$ cat src/glyph_skip_color_rle_decoder_macros.svh
// ----------------------------------------------------------------------------
// glyph skip/colour rle decoder: assertion macros
// concurrent checks on clk, held off while arst_n is low
// ----------------------------------------------------------------------------
`ifndef GLYPH_SKIP_COLOR_RLE_DECODER_MACROS_SVH
`define GLYPH_SKIP_COLOR_RLE_DECODER_MACROS_SVH

`ifndef NO_ASSERTIONS

// same-cycle implication
`define GSCRD_ASSERT_IMP(lbl, pre, post, msg) \
	lbl: assert property (@(posedge clk) disable iff (!arst_n) (pre) |-> (post)) \
		else $error(msg);

// next-cycle implication
`define GSCRD_ASSERT_NXT(lbl, pre, post, msg) \
	lbl: assert property (@(posedge clk) disable iff (!arst_n) (pre) |=> (post)) \
		else $error(msg);

`else

`define GSCRD_ASSERT_IMP(lbl, pre, post, msg)
`define GSCRD_ASSERT_NXT(lbl, pre, post, msg)

`endif

`endif

$ cat src/gscrd_pkg.sv
// ----------------------------------------------------------------------------
// gscrd_pkg
// shared types and constants of the glyph skip/colour rle decoder
// ----------------------------------------------------------------------------
`default_nettype none

package gscrd_pkg;

	// code byte layout
	localparam logic [7:0] SKIP_MASK  = 8'hF8;
	localparam logic [7:0] COLOR_MASK = 8'h07;
	localparam int unsigned SKIP_SHIFT = 3;

	localparam int unsigned SKIP_W  = 5;
	localparam int unsigned COLOR_W = 3;
	localparam int unsigned COORD_W = 8;
	localparam int unsigned CFG_IDX_W = 2;

	// configuration register indexes
	typedef enum logic [CFG_IDX_W-1:0] {
		REG_BOX_WIDTH    = 2'd0,
		REG_BOX_HEIGHT   = 2'd1,
		REG_BOX_X_OFFSET = 2'd2,
		REG_BOX_Y_OFFSET = 2'd3
	} cfg_reg_t;

	// classified byte passed from front to back
	typedef struct packed {
		logic [SKIP_W-1:0]  skip;
		logic [COLOR_W-1:0] color;
	} cmd_t;

	// box geometry
	typedef struct packed {
		logic [COORD_W-1:0] width;
		logic [COORD_W-1:0] height;
		logic [COORD_W-1:0] x_off;
		logic [COORD_W-1:0] y_off;
	} box_cfg_t;

	// one output pixel
	typedef struct packed {
		logic [COORD_W-1:0] x;
		logic [COORD_W-1:0] y;
		logic [COLOR_W-1:0] color;
		logic               last;
		logic               done;
	} pixel_t;

endpackage

`default_nettype wire

$ cat src/gscrd_front.sv
// ----------------------------------------------------------------------------
// gscrd_front
// accepts code bytes, splits them into skip count and colour, queues them
// ----------------------------------------------------------------------------
`default_nettype none

module gscrd_front (
	input  wire logic          clk,
	input  wire logic          arst_n,
	input  wire logic          push,
	output logic               full,
	input  wire logic [7:0]    code_byte,
	output gscrd_pkg::cmd_t    cmd,
	output logic               cmd_valid,
	input  wire logic          cmd_take
);
	import gscrd_pkg::*;

	cmd_t       q_mem_q [2];
	logic       wr_ptr_q;
	logic       rd_ptr_q;
	logic [1:0] count_q;
	cmd_t       cmd_in;
	logic       wr_en;
	logic       rd_en;

	// classify the incoming byte
	always_comb begin
		cmd_in.skip  = SKIP_W'((code_byte & SKIP_MASK) >> SKIP_SHIFT);
		cmd_in.color = COLOR_W'(code_byte & COLOR_MASK);
	end

	assign full      = (count_q == 2'd2);
	assign cmd_valid = (count_q != 2'd0);
	assign cmd       = q_mem_q[rd_ptr_q];
	assign wr_en     = push && !full;
	assign rd_en     = cmd_take && cmd_valid;

	// queue storage
	always_ff @(posedge clk) begin
		if (wr_en) begin
			q_mem_q[wr_ptr_q] <= cmd_in;
		end
	end

	// queue pointers and fill
	always_ff @(posedge clk or negedge arst_n) begin
		if (!arst_n) begin
			wr_ptr_q <= 1'b0;
			rd_ptr_q <= 1'b0;
			count_q  <= 2'd0;
		end else begin
			if (wr_en) begin
				wr_ptr_q <= !wr_ptr_q;
			end
			if (rd_en) begin
				rd_ptr_q <= !rd_ptr_q;
			end
			if (wr_en && !rd_en) begin
				count_q <= count_q + 2'd1;
			end else if (rd_en && !wr_en) begin
				count_q <= count_q - 2'd1;
			end
		end
	end

endmodule

`default_nettype wire

$ cat src/gscrd_back.sv
// ----------------------------------------------------------------------------
// gscrd_back
// expands commands into pixels, tracks box position, queues pixels out
// ----------------------------------------------------------------------------
`default_nettype none

module gscrd_back (
	input  wire logic              clk,
	input  wire logic              arst_n,
	input  wire gscrd_pkg::box_cfg_t box_cfg,
	input  wire gscrd_pkg::cmd_t   cmd,
	input  wire logic              cmd_valid,
	output logic                   cmd_take,
	output gscrd_pkg::pixel_t      pix_head,
	output logic                   empty,
	input  wire logic              pop
);
	import gscrd_pkg::*;

	logic               busy_q;
	logic [SKIP_W-1:0]  idx_q;
	logic [SKIP_W-1:0]  skip_q;
	logic [COLOR_W-1:0] color_q;
	logic [COORD_W-1:0] col_q;
	logic [COORD_W-1:0] row_q;

	pixel_t             out_mem_q [2];
	logic               out_wr_ptr_q;
	logic               out_rd_ptr_q;
	logic [1:0]         out_count_q;

	logic [COORD_W-1:0] w_m1;
	logic [COORD_W-1:0] h_m1;
	logic               last_col;
	logic               glyph_end;
	logic               final_pix;
	logic               emit;
	logic               out_pop;
	pixel_t             pix;

	// last column and row, zero size acting as one
	assign w_m1 = (box_cfg.width  == '0) ? '0 : box_cfg.width  - COORD_W'(1);
	assign h_m1 = (box_cfg.height == '0) ? '0 : box_cfg.height - COORD_W'(1);

	assign last_col  = (col_q >= w_m1);
	assign glyph_end = last_col && (row_q >= h_m1);
	assign final_pix = (idx_q == skip_q);

	assign emit     = busy_q && (out_count_q != 2'd2);
	assign cmd_take = !busy_q && cmd_valid;
	assign out_pop  = pop && !empty;

	// pixel being produced
	always_comb begin
		pix.x     = box_cfg.x_off + col_q;
		pix.y     = box_cfg.y_off + row_q;
		pix.color = final_pix ? color_q : '0;
		pix.last  = glyph_end || final_pix;
		pix.done  = glyph_end;
	end

	// command registers
	always_ff @(posedge clk) begin
		if (cmd_take) begin
			skip_q  <= cmd.skip;
			color_q <= cmd.color;
		end
	end

	// run counter and box position
	always_ff @(posedge clk or negedge arst_n) begin
		if (!arst_n) begin
			busy_q <= 1'b0;
			idx_q  <= '0;
			col_q  <= '0;
			row_q  <= '0;
		end else begin
			if (cmd_take) begin
				busy_q <= 1'b1;
				idx_q  <= '0;
			end else if (emit) begin
				if (pix.last) begin
					busy_q <= 1'b0;
				end else begin
					idx_q <= idx_q + SKIP_W'(1);
				end
				if (glyph_end) begin
					col_q <= '0;
					row_q <= '0;
				end else if (last_col) begin
					col_q <= '0;
					row_q <= row_q + COORD_W'(1);
				end else begin
					col_q <= col_q + COORD_W'(1);
				end
			end
		end
	end

	// output queue storage
	always_ff @(posedge clk) begin
		if (emit) begin
			out_mem_q[out_wr_ptr_q] <= pix;
		end
	end

	// output queue pointers and fill
	always_ff @(posedge clk or negedge arst_n) begin
		if (!arst_n) begin
			out_wr_ptr_q <= 1'b0;
			out_rd_ptr_q <= 1'b0;
			out_count_q  <= 2'd0;
		end else begin
			if (emit) begin
				out_wr_ptr_q <= !out_wr_ptr_q;
			end
			if (out_pop) begin
				out_rd_ptr_q <= !out_rd_ptr_q;
			end
			if (emit && !out_pop) begin
				out_count_q <= out_count_q + 2'd1;
			end else if (out_pop && !emit) begin
				out_count_q <= out_count_q - 2'd1;
			end
		end
	end

	assign empty    = (out_count_q == 2'd0);
	assign pix_head = out_mem_q[out_rd_ptr_q];

endmodule

`default_nettype wire

$ cat src/glyph_skip_color_rle_decoder.sv
// ----------------------------------------------------------------------------
// glyph_skip_color_rle_decoder
// turns skip/colour code bytes into positioned pixels inside a glyph box
//
//   channel   direction  handshake            payload
//   code      in         push / full          code_byte
//   pixel     out        empty / pop          pixel_x pixel_y pixel_color
//                                             last_of_byte glyph_done
//   config    in         cfg_valid/cfg_ready  cfg_index cfg_data
//
// a byte is loaded into the expander, which then gives one pixel per cycle
// while the pixel queue, drained by pop, has room: 1 to 32 pixels, fewer if
// the box fills first; the pixel counter in the back end sets this. two
// bytes queue ahead of it and two pixels behind it. reset is immediate: no
// clearing pass, box counters start at zero.
// ----------------------------------------------------------------------------
`default_nettype none

`include "glyph_skip_color_rle_decoder_macros.svh"

module glyph_skip_color_rle_decoder (
	input  wire logic                            clk,
	input  wire logic                            arst_n,
	input  wire logic                            push,
	output logic                                 full,
	input  wire logic [7:0]                      code_byte,
	output logic                                 empty,
	input  wire logic                            pop,
	output logic [7:0]                           pixel_x,
	output logic [7:0]                           pixel_y,
	output logic [2:0]                           pixel_color,
	output logic                                 last_of_byte,
	output logic                                 glyph_done,
	input  wire logic                            cfg_valid,
	output logic                                 cfg_ready,
	input  wire logic [gscrd_pkg::CFG_IDX_W-1:0] cfg_index,
	input  wire logic [7:0]                      cfg_data
);
	import gscrd_pkg::*;

	box_cfg_t  box_cfg_q;
	cmd_t      cmd;
	logic      cmd_valid;
	logic      cmd_take;
	pixel_t    pix_head;

	assign cfg_ready = 1'b1;

	// configuration registers
	always_ff @(posedge clk or negedge arst_n) begin
		if (!arst_n) begin
			box_cfg_q.width  <= 8'd1;
			box_cfg_q.height <= 8'd1;
			box_cfg_q.x_off  <= 8'd0;
			box_cfg_q.y_off  <= 8'd0;
		end else if (cfg_valid && cfg_ready) begin
			case (cfg_index)
				REG_BOX_WIDTH:    box_cfg_q.width  <= cfg_data;
				REG_BOX_HEIGHT:   box_cfg_q.height <= cfg_data;
				REG_BOX_X_OFFSET: box_cfg_q.x_off  <= cfg_data;
				REG_BOX_Y_OFFSET: box_cfg_q.y_off  <= cfg_data;
				default: begin
				end
			endcase
		end
	end

	// byte intake and classification
	gscrd_front u_front (
		.clk       (clk),
		.arst_n    (arst_n),
		.push      (push),
		.full      (full),
		.code_byte (code_byte),
		.cmd       (cmd),
		.cmd_valid (cmd_valid),
		.cmd_take  (cmd_take)
	);

	// pixel expansion
	gscrd_back u_back (
		.clk       (clk),
		.arst_n    (arst_n),
		.box_cfg   (box_cfg_q),
		.cmd       (cmd),
		.cmd_valid (cmd_valid),
		.cmd_take  (cmd_take),
		.pix_head  (pix_head),
		.empty     (empty),
		.pop       (pop)
	);

	// result ports
	assign pixel_x      = pix_head.x;
	assign pixel_y      = pix_head.y;
	assign pixel_color  = pix_head.color;
	assign last_of_byte = pix_head.last;
	assign glyph_done   = pix_head.done;

	// checks
	`GSCRD_ASSERT_IMP(a_done_ends_byte, !empty && glyph_done, last_of_byte, "done without last")
	`GSCRD_ASSERT_IMP(a_skip_is_clear, !empty && !last_of_byte, pixel_color == 3'd0, "early colour")
	`GSCRD_ASSERT_IMP(a_take_needs_cmd, cmd_take, cmd_valid, "take from empty queue")
	`GSCRD_ASSERT_NXT(a_reset_empty, !arst_n, empty && !full, "queues not empty after reset")

endmodule

`default_nettype wire

$ cat config.mk
export PLATFORM = sky130hd
export DESIGN_NAME = glyph_skip_color_rle_decoder
export DESIGN_NICKNAME = d
export VERILOG_FILES = /design/src/gscrd_pkg.sv /design/src/gscrd_front.sv /design/src/gscrd_back.sv /design/src/glyph_skip_color_rle_decoder.sv
export VERILOG_INCLUDE_DIRS = /design/src /design/src/src
export SDC_FILE = /design/constraint.sdc
export NUM_CORES = 1
export LEC_CHECK = 0
export CAP_MARGIN = 20
export CORE_ASPECT_RATIO = 0.9
export CORE_MARGIN = 1
export CORE_UTILIZATION = 35
export DETAILED_ROUTE_END_ITERATION = 10
export DONT_BUFFER_PORTS = 1
export PLACE_DENSITY = 0.59
export SETUP_SLACK_MARGIN = 0.1
export SLEW_MARGIN = 20
export SYNTH_ARGS = -nofsm -noshare
export SYNTH_HDL_FRONTEND = slang
export SYNTH_SLANG_ARGS = --single-unit
$ cat constraint.sdc
create_clock -name clk -period 6.3 [get_ports clk]
set_clock_uncertainty 0.15 [all_clocks]
set_input_delay 1.26 -clock clk [delete_from_list [all_inputs] [get_ports clk]]
set_output_delay 1.26 -clock clk [all_outputs]
set_load 0.005 [all_outputs]
; Word-level counts from Yosys, hierarchy flattened
; Memory sizes are Yosys's and may differ from the RTL's. A register that Yosys moved wholly into a read port is not among the register bits.
; Index checks and enable logic that the tools add are counted.
[totals]
register_bits = 62
mem_bits_rw = 58
out_inout_bits = 24
n_memories = 2
[op_classes]
addsub = 11
n_lt_le_gt_ge = 2
eq_ne = 7
mux = 21
bitwise_logic = 1
reduce_logical = 40
[mem_list]
columns = name, depth, width, read_ports, rd_ports_with_merged_regs, wr, line
row1 = u_back.out_mem_q, 2, 21, 1, 0, 1, gscrd_back.sv:27  ; pixel_t out_mem_q [2];
row2 = u_front.q_mem_q, 2, 8, 1, 1, 1, gscrd_front.sv:19  ; cmd_t q_mem_q [2];
[op_table]
columns = cell, count
row1 = $mux 8, 6
row2 = $add 8x1->8 const B, 2
row3 = $add 8x8->8, 2
row4 = $ge 8x8->1, 2
row5 = $logic_not 8->1, 2
row6 = $sub 8x1->8 const B, 2
row7 = $mux 5, 3
row8 = $reduce_and 2->1, 7
row9 = $reduce_bool 2->1, 6
row10 = $logic_not 1->1, 11
row11 = $logic_and 1x1->1, 10
row12 = $mux 2, 4
row13 = $mux 1, 7
row14 = $eq 2x2->1 const B, 3
row15 = $add 5x1->5 const B, 1
row16 = $eq 5x5->1, 1
row17 = $add 2x1->2 const B, 2
row18 = $logic_not 2->1, 2
row19 = $ne 2x2->1 const B, 2
row20 = $sub 2x1->2 const B, 2
row21 = $mux 3, 1
row22 = $reduce_and 3->1, 1
row23 = $eq 2x1->1 const B, 1
row24 = $logic_or 1x1->1, 1
row25 = $not 1->1, 1

; Logic depth before layout (Yosys ltp)
; Gate-level depths: netlist of the first run.
[depth]
depth_word = 8
depth_mapped = 14
ltp_nobuf = 13

; Hierarchy
; A second synthesis of the first run with hierarchy kept.
[unflattened]
cells_unflattened = 486
hier_area_um2 = 6337.3
[modules_own_cells]
columns = module, instances, cells_each, area_per_inst_um2, seq_area_each_um2
row1 = gscrd_back, 1, 372, 4327.9, 2152.1
row2 = glyph_skip_color_rle_decoder, 1, 70, 1226.2, 803.3
row3 = gscrd_front, 1, 44, 783.3, 580.6

; Least setup slack after synthesis of the first run
; OpenSTA, ideal clock, no wires.
[synth_path]
kind = register to register
startpoint = reg box_cfg_q[24] (netlist bit)
endpoint = mem u_back.out_mem_q[0][1] (netlist bit), data pin
setup_time_ps = 263
arrival_ps = 2911
path_slack_ps = 2976
stages_incl_launch_ff = 14
n_path_buf = 1
path_cell_list = dfstp_2 inv_1 ha_1 nor2b_1 nand3b_1 or3_1 and2_1 ha_1 nand2b_4 a2111oi_4 o31ai_4 buf_4 and2_4 or2_4
[synth_rtl]
columns = element, line
row1 = from (decl), glyph_skip_color_rle_decoder.sv:41  ; box_cfg_t box_cfg_q;
row2 = to (decl), gscrd_back.sv:27

; Worst setup path after layout of the first run
[layout_path]
startpoint = reg box_cfg_q[24] (netlist bit)
endpoint = reg u_back.row_q[7]
[layout_between]
elab_chain_len = 6
[layout_lines]
columns = element, line
row1 = $sub 8x1->8 or $logic_not 8->1 (tied branches), gscrd_back.sv:42  ; assign w_m1 = (box_cfg.width == '0) ? '0 : box_cfg.width - COORD_W'(1);
row2 = $mux 8 (*), gscrd_back.sv:42
row3 = $ge 8x8->1 (*), gscrd_back.sv:45  ; assign last_col = (col_q >= w_m1);
row4 = $logic_and 1x1->1, gscrd_back.sv:46  ; assign glyph_end = last_col && (row_q >= h_m1);
row5 = $reduce_bool 2->1 (no source line), -
row6 = $reduce_and 3->1 (no source line), -
row7 = to (signal assigned), gscrd_back.sv:92  ; row_q <= row_q + COORD_W'(1);
row8 = to (decl), gscrd_back.sv:25  ; logic [COORD_W-1:0] row_q;
; Mark *: on every way between the ends. The rest lies on a longest branch, timed or not.
; A chain may end at the register's enable or synchronous reset.

==> impl_metrics.ini, run 1 <==
[worst_setup_path]
worstPathArrival_ns = 3.86
slowest_stage = o31ai_4
r2r_cells = 13
max_stage_delay_ns = 0.57
r2r_end = u_back.row_q[7]
required_ns = 6.48
crit_path_end_kind = flip-flop
r2r_setup_slack_ns = 2.62
worstSetupPathType = reg -> reg
startpoint_type = flip-flop
crit_start = box_cfg_q[24]
crit_path_cell_trace = inv_1, ha_1, nor2b_1, nand3b_1, or3_1, and2_1, ha_1, nand2b_4, a2111oi_4, o31ai_4, nand2_4, or2_0, o31ai_2
cp_max_fo = 12
timing.rr.start = box_cfg_q[24]
path_common_cell = ha_1
crit_path_end = u_back.row_q[7]

[sta]
slew_viol_final = 0
post-route-min-period_ns = 3.68
rsz0062_at_grt = false
tightest_slew_ns = 1.04
finalSetupTns_ns = 0
hold_viol = 0
maxSlewHeadroom = 0.308
fmaxAchievable_ghz = 0.272
finalSetupViolCount = 0
finalCritPeriodShare = 0.584

[power]
ir_worst_vdd_v = 0.000231
powerDensity_nw_per_um2 = 485
leakagePower_nw = 2.92

[die]
core_sq_um = 17700
floorplan.die_area_sq_um = 18600
ios = 47
row_count = 46
dieWidth_um = 144
die_h_um = 130
initial_core_util = 0.359

[global_routing]
grt_pass1_wl_um = 20100
grt_pass1_vias = 3844
overflow = 0
grt_max_degree = 63
track_usage = 0.146
antenna_found_initial = 0

[synthesis]
synth_edf_count = 66
synth_cell_types = 53
synthCells = 483
ys_warn_count = 0
syn-num-nets = 545
synth-async-reset-ratio = 0.484
synth_seq_cells = 128
syn-cell-area_sq_um = 6330
synthFlopType = edfxtp_1
avgSynthCellArea_sq_um = 13.1
synth.yosys.seq_area_share = 0.558

[detailed_routing]
wl_per_cell_um = 16.4
firstDrtPassIters = 6
vias_per_cell = 4.96
routed_wl_um = 12300
vias = 3721
drc = 0
ant_nets = 0
drt-initial-drc-count = 141

[clock_tree]
cts_buffers = 17
cts_sinks = 128
cts_resized = 0
clk_path_buf_depth = 2
cts_hold_buf = 0
cts_setup_buffers = 0
insertion_delay_ns = 0.42
h-tree-depth = 4
cts_root_buf = clkbuf_16
cts_tree = yes
clk_pin_slew_ns = 0.06

[placement]
gp_congestion = 0.802
dp_cells = 717
port_buffers = 0
hpwl_um = 8920

[layout]
fin_nets = 559
area_growth_syn_to_layout_pct = 13.8
n_fill_cell = 1658
drive_gt1_frac = 0.216
diodes = 0
stdcell_count = 750

[worst_hold_path]
hold_path_class = reg -> reg

[run]
timing.max_cap.violations = 0

[run_status]
status = complete, no violations
kinds of logic after synthesis:
kind of cell,Yosys count,share of synthesized area
muxes,64,0.113
DFF,128,0.558
buffers and inverters,27,0.0174
AOI/OAI and AO/OA,65,0.0762
and+or+nand+nor,121,0.103
adders and majority gates,39,0.0794
other,1,0.000592
xor gates and xnor gates,38,0.0525
report_power, final:
part | switching (W) | leakage, nW | total [W] | internal (W)
clock network | 0.000364 | 0.287 | 0.000952 | 0.000588
registers | 0.000218 | 1.38 | 0.00148 | 0.00127
logic | 0.000571 | 1.26 | 0.00106 | 0.000494
sequential cells by signal (all words and copies together) (netlist names):
register             cells
u_back.out_wr_ptr_q      1
box_cfg_q               32
u_back.color_q           3
u_back.out_mem_q        42
u_back.out_count_q       2
u_front.count_q          2
u_back.col_q             8
u_front.wr_ptr_q         1
u_back.skip_q            5
u_back.out_rd_ptr_q      1
u_back.idx_q             5
u_front.q_mem_q         16
u_back.busy_q            1
u_front.rd_ptr_q         1
u_back.row_q             8
worst max-delay path, delay by kind of cell (launching register included):
kind                     cells  cell delay, ns
AO/OA/AOI/OAI                3            0.89
AND/OR/NAND/NOR              7            1.64
adder cells (fa/ha/maj)      2            0.43
flip-flops                   1            0.36
buffers and inverters        1            0.09
cell type report:
class	instances	area, sq um	share of cell area
Clock buffer	21	482	0.0668
Inverter	20	75.1	0.0104
Timing Repair Buffer	2	22.5	0.00312
Tap cell	240	300	0.0416
Multi-Input combinational cell	328	2690	0.373
Sequential cell	128	3540	0.490
Clock inverter	11	104	0.0144
cells in the final DEF (no fill, tap or decap), types with 15 or more instances in the layout:
cell type / netlist / final
inv_1: 19 / 19
xor2_1: 15 / 15
clkbuf_16: 0 / 18
nand2_1: 29 / 29
xnor2_1: 23 / 23
edfxtp_1: 66 / 66
ha_1: 37 / 37
mux2_2: 59 / 59
dfrtp_1: 60 / 60
nor2_1: 22 / 21
o21ai_0: 28 / 28
cells in the mapped netlist (4+ instances only):
cell type	n	area, sq um
edfxtp_1	66	1980
dfrtp_1	60	1500
mux2_2	59	664
ha_1	37	463
nand2_1	29	109
o21ai_0	28	140
xnor2_1	23	201
nor2_1	22	82.6
inv_1	19	71.3
xor2_1	15	131
nor2b_1	12	75.1
a21oi_1	11	55.1
nand2b_1	9	56.3
nor3_1	9	45.0
and2_1	6	37.5
and3_1	6	37.5
nand3_1	6	30.0
a21o_1	5	37.5
mux2i_1	5	50.1
nand4_1	5	31.3
nand3b_1	4	30.0
worst min-delay path by stage:
stage	start	to	cells past startpoint
3_5_place_dp	u_front.wr_ptr_q	u_front.wr_ptr_q	1
6_report	u_front.wr_ptr_q	u_front.wr_ptr_q	1
2_1_floorplan	u_back.out_wr_ptr_q	u_back.out_wr_ptr_q	1
4_1_cts	u_front.wr_ptr_q	u_front.wr_ptr_q	1
3_3_place_gp	u_front.wr_ptr_q	u_front.wr_ptr_q	1
5_1_grt	arst_n	box_cfg_q[22]	0
metrics by stage:
| step | cell area (sq um) | setup WS, ns | hold WS, ns | util | total power, W |
|---|---|---|---|---|---|
| floorplan | 6330 | 2.98 | 0.310 | - | 0.00227 |
| global placement | 6610 | 2.77 | 0.328 | 0.374 | 0.00252 |
| detailed placement | 6610 | 2.63 | 0.334 | 0.374 | 0.00257 |
| CTS | 7200 | 2.63 | 0.347 | 0.407 | 0.00353 |
| global route | 7210 | 2.39 | 0.358 | 0.408 | 0.00372 |
| finish | 7210 | 2.62 | 0.343 | 0.408 | 0.00350 |
layer usage:
layer  vias to the layer above  share of wire  track usage
li1                       1778              -            -
met1                      1858           0.48        0.185
met4                         0          0.014       0.0632
met2                        70           0.46        0.231
met5                         -              0            0
met3                        15          0.047       0.0473
No activity file was read; power rests on OpenSTA's default activity.
==> run 2, diff against run 1 <==
==> constraint.sdc (replaced) <==
create_clock -name clk -period 3.5 [get_ports clk]
set_clock_uncertainty 0.15 [all_clocks]
set_input_delay 0.7 -clock clk [delete_from_list [all_inputs] [get_ports clk]]
set_output_delay 0.7 -clock clk [all_outputs]
set_load 0.005 [all_outputs]
==> impl_metrics.ini, run 2 (synthesized netlist as in run 1, its figures left out) <==
[die]
die_h_um = 130
dieWidth_um = 144
core_sq_um = 17700
row_count = 46
floorplan.die_area_sq_um = 18600
ios = 47
initial_core_util = 0.359

[sta]
post-route-min-period_ns = 3.29
setup_ws_ns = 0.208
tightest_slew_ns = 0.870
finalSetupTns_ns = 0
hold_viol = 0
maxSlewHeadroom = 0.415
fmaxAchievable_ghz = 0.304
finalSetupViolCount = 0
finalCritPeriodShare = 0.941
slew_viol_final = 0
rsz0062_at_grt = false

[layout]
diodes = 0
top_regs = u_back.out_mem_q: 42 flops, box_cfg_q: 32 flops, u_front.q_mem_q: 16 flops
layout_commonest_cell = edfxtp_1
post-route-util = 0.415
stdcell_count = 763
area_growth_syn_to_layout_pct = 15.7
final_cell_mix = 66 x edfxtp_1, 60 x dfrtp_1, 59 x mux2_2
fin_nets = 572
largest_register_ffs = 42
max_flop_register = u_back.out_mem_q
drive_gt1_frac = 0.252

[run_status]
status = complete, no violations

[worst_setup_path]
startpoint_type = flip-flop
crit_path_end_kind = flip-flop
critPathBufInv = 2
slowest_stage = dfrtp_1
cp_max_fo = 5
worstPathArrival_ns = 3.44
required_ns = 3.65
crit_path_cell_trace = inv_2, ha_4, nor2b_4, nand3b_1, or3_4, and2_4, ha_1, nand2b_4, a2111oi_4, o31ai_4, a211oi_4, buf_4, xnor2_1, nor2_1
crit_family = simple AND/OR/NAND/NOR gates
max_stage_delay_ns = 0.38
worstSetupPathType = reg -> reg

[run]
timing.max_cap.violations = 0

[detailed_routing]
drt-initial-drc-count = 216
drc = 0
wl_per_cell_um = 16.5
routed_wl_um = 12600
vias_per_cell = 4.95
firstDrtPassIters = 4
ant_nets = 0
vias = 3776

[clock_tree]
cts_sinks = 128
clk_path_buf_depth = 2
cts_buffers = 17
cts_root_buf = clkbuf_16
cts_tree = yes
h-tree-depth = 4
insertion_delay_ns = 0.42
clk_pin_slew_ns = 0.06

[placement]
port_buffers = 0
hpwl_um = 9070
dp_cells = 724
post-place-ws_ns = 0.0346
gp_congestion = 0.798

[worst_hold_path]
hold_path_class = in -> reg

[global_routing]
grt_max_degree = 63
track_usage = 0.150
overflow = 0
antenna_found_initial = 0
grt_pass1_vias = 3866
grt_pass1_wl_um = 20600

[power]
powerDensity_nw_per_um2 = 856
fin_total_pwr_w = 0.00628
ir_worst_vdd_v = 0.000400
leakagePower_nw = 2.98
## run 2: changes by cell type in the layout (fill, tap and decap cells not counted), moves of 2 or more
| cell | before | now |
|---|---|---|
| clkinv_2 | 2 | 6 |
| clkbuf_8 | 2 | 0 |
| clkinv_4 | 4 | 2 |
| inv_2 | 1 | 3 |
| ha_4 | 0 | 2 |
| nor2b_1 | 12 | 10 |
| buf_4 | 1 | 13 |
| clkinvlp_4 | 1 | 4 |
| ha_1 | 37 | 35 |
| inv_1 | 19 | 17 |
## run 2: what timing repair did
| action | CTS | global route |
|---|---|---|
| setup endpoints to repair | 8 | 19 |
| cloned | 0 | 0 |
| gates resized for setup | 1 | 10 |
| hold endpoints to repair | 62 | 0 |
| buffers inserted | 0 | 5 |
| hold buffers | 2 | 0 |
| pin swaps | 1 | 5 |
## run 2: per-layer routing
| metal | vias up | part of all wire | wire (um) | track usage |
|---|---|---|---|---|
| met3 | 16 | 0.044 | 553 | 0.0540 |
| met2 | 71 | 0.46 | 5820 | 0.232 |
| met4 | 0 | 0.013 | 169 | 0.0532 |
| met5 | - | 0 | 0 | 0 |
| met1 | 1886 | 0.48 | 6080 | 0.195 |
| li1 | 1803 | - | - | - |
## run 2: stage by stage
stage / instance area (sq um) / hold WS (ns)
floorplan: 6330 / 0.254
global placement: 6660 / 0.258
detailed placement: 6660 / 0.258
CTS: 7250 / 0.198
global route: 7330 / 0.193
finish: 7330 / 0.223
## run 2: worst paths after layout
path / start / slack [ns] / to / depth (start not counted)
min in group asynchronous: arst_n / 0.70 / box_cfg_q[23] / 2
worst max-delay path: box_cfg_q[25] / 0.21 / u_back.idx_q[0] / 14
max in group asynchronous: arst_n / 2.21 / box_cfg_q[24] / 2
worst max register to register: box_cfg_q[25] / 0.21 / u_back.idx_q[0] / 14
worst min-delay path: code_byte[5] / 0.22 / u_front.q_mem_q[0][5] / 0
worst min register to register: u_front.wr_ptr_q / 0.34 / u_front.wr_ptr_q / 1
## run 2: area by class of cell
cell class	instances	area, sq um
fillers	1634	10300
flip-flops and latches	128	3540
multi-input cells	328	2740
clock buffers	17	425
well taps	240	300
repair buffers	15	135
clock inverters	15	120
inverters	20	75.1
## run 2: where the power goes
group / switching (W) / internal (W)
sequential: 0.000346 / 0.00228
combinational: 0.00111 / 0.000932
clock: 0.000646 / 0.000965
total: 0.00210 / 0.00418
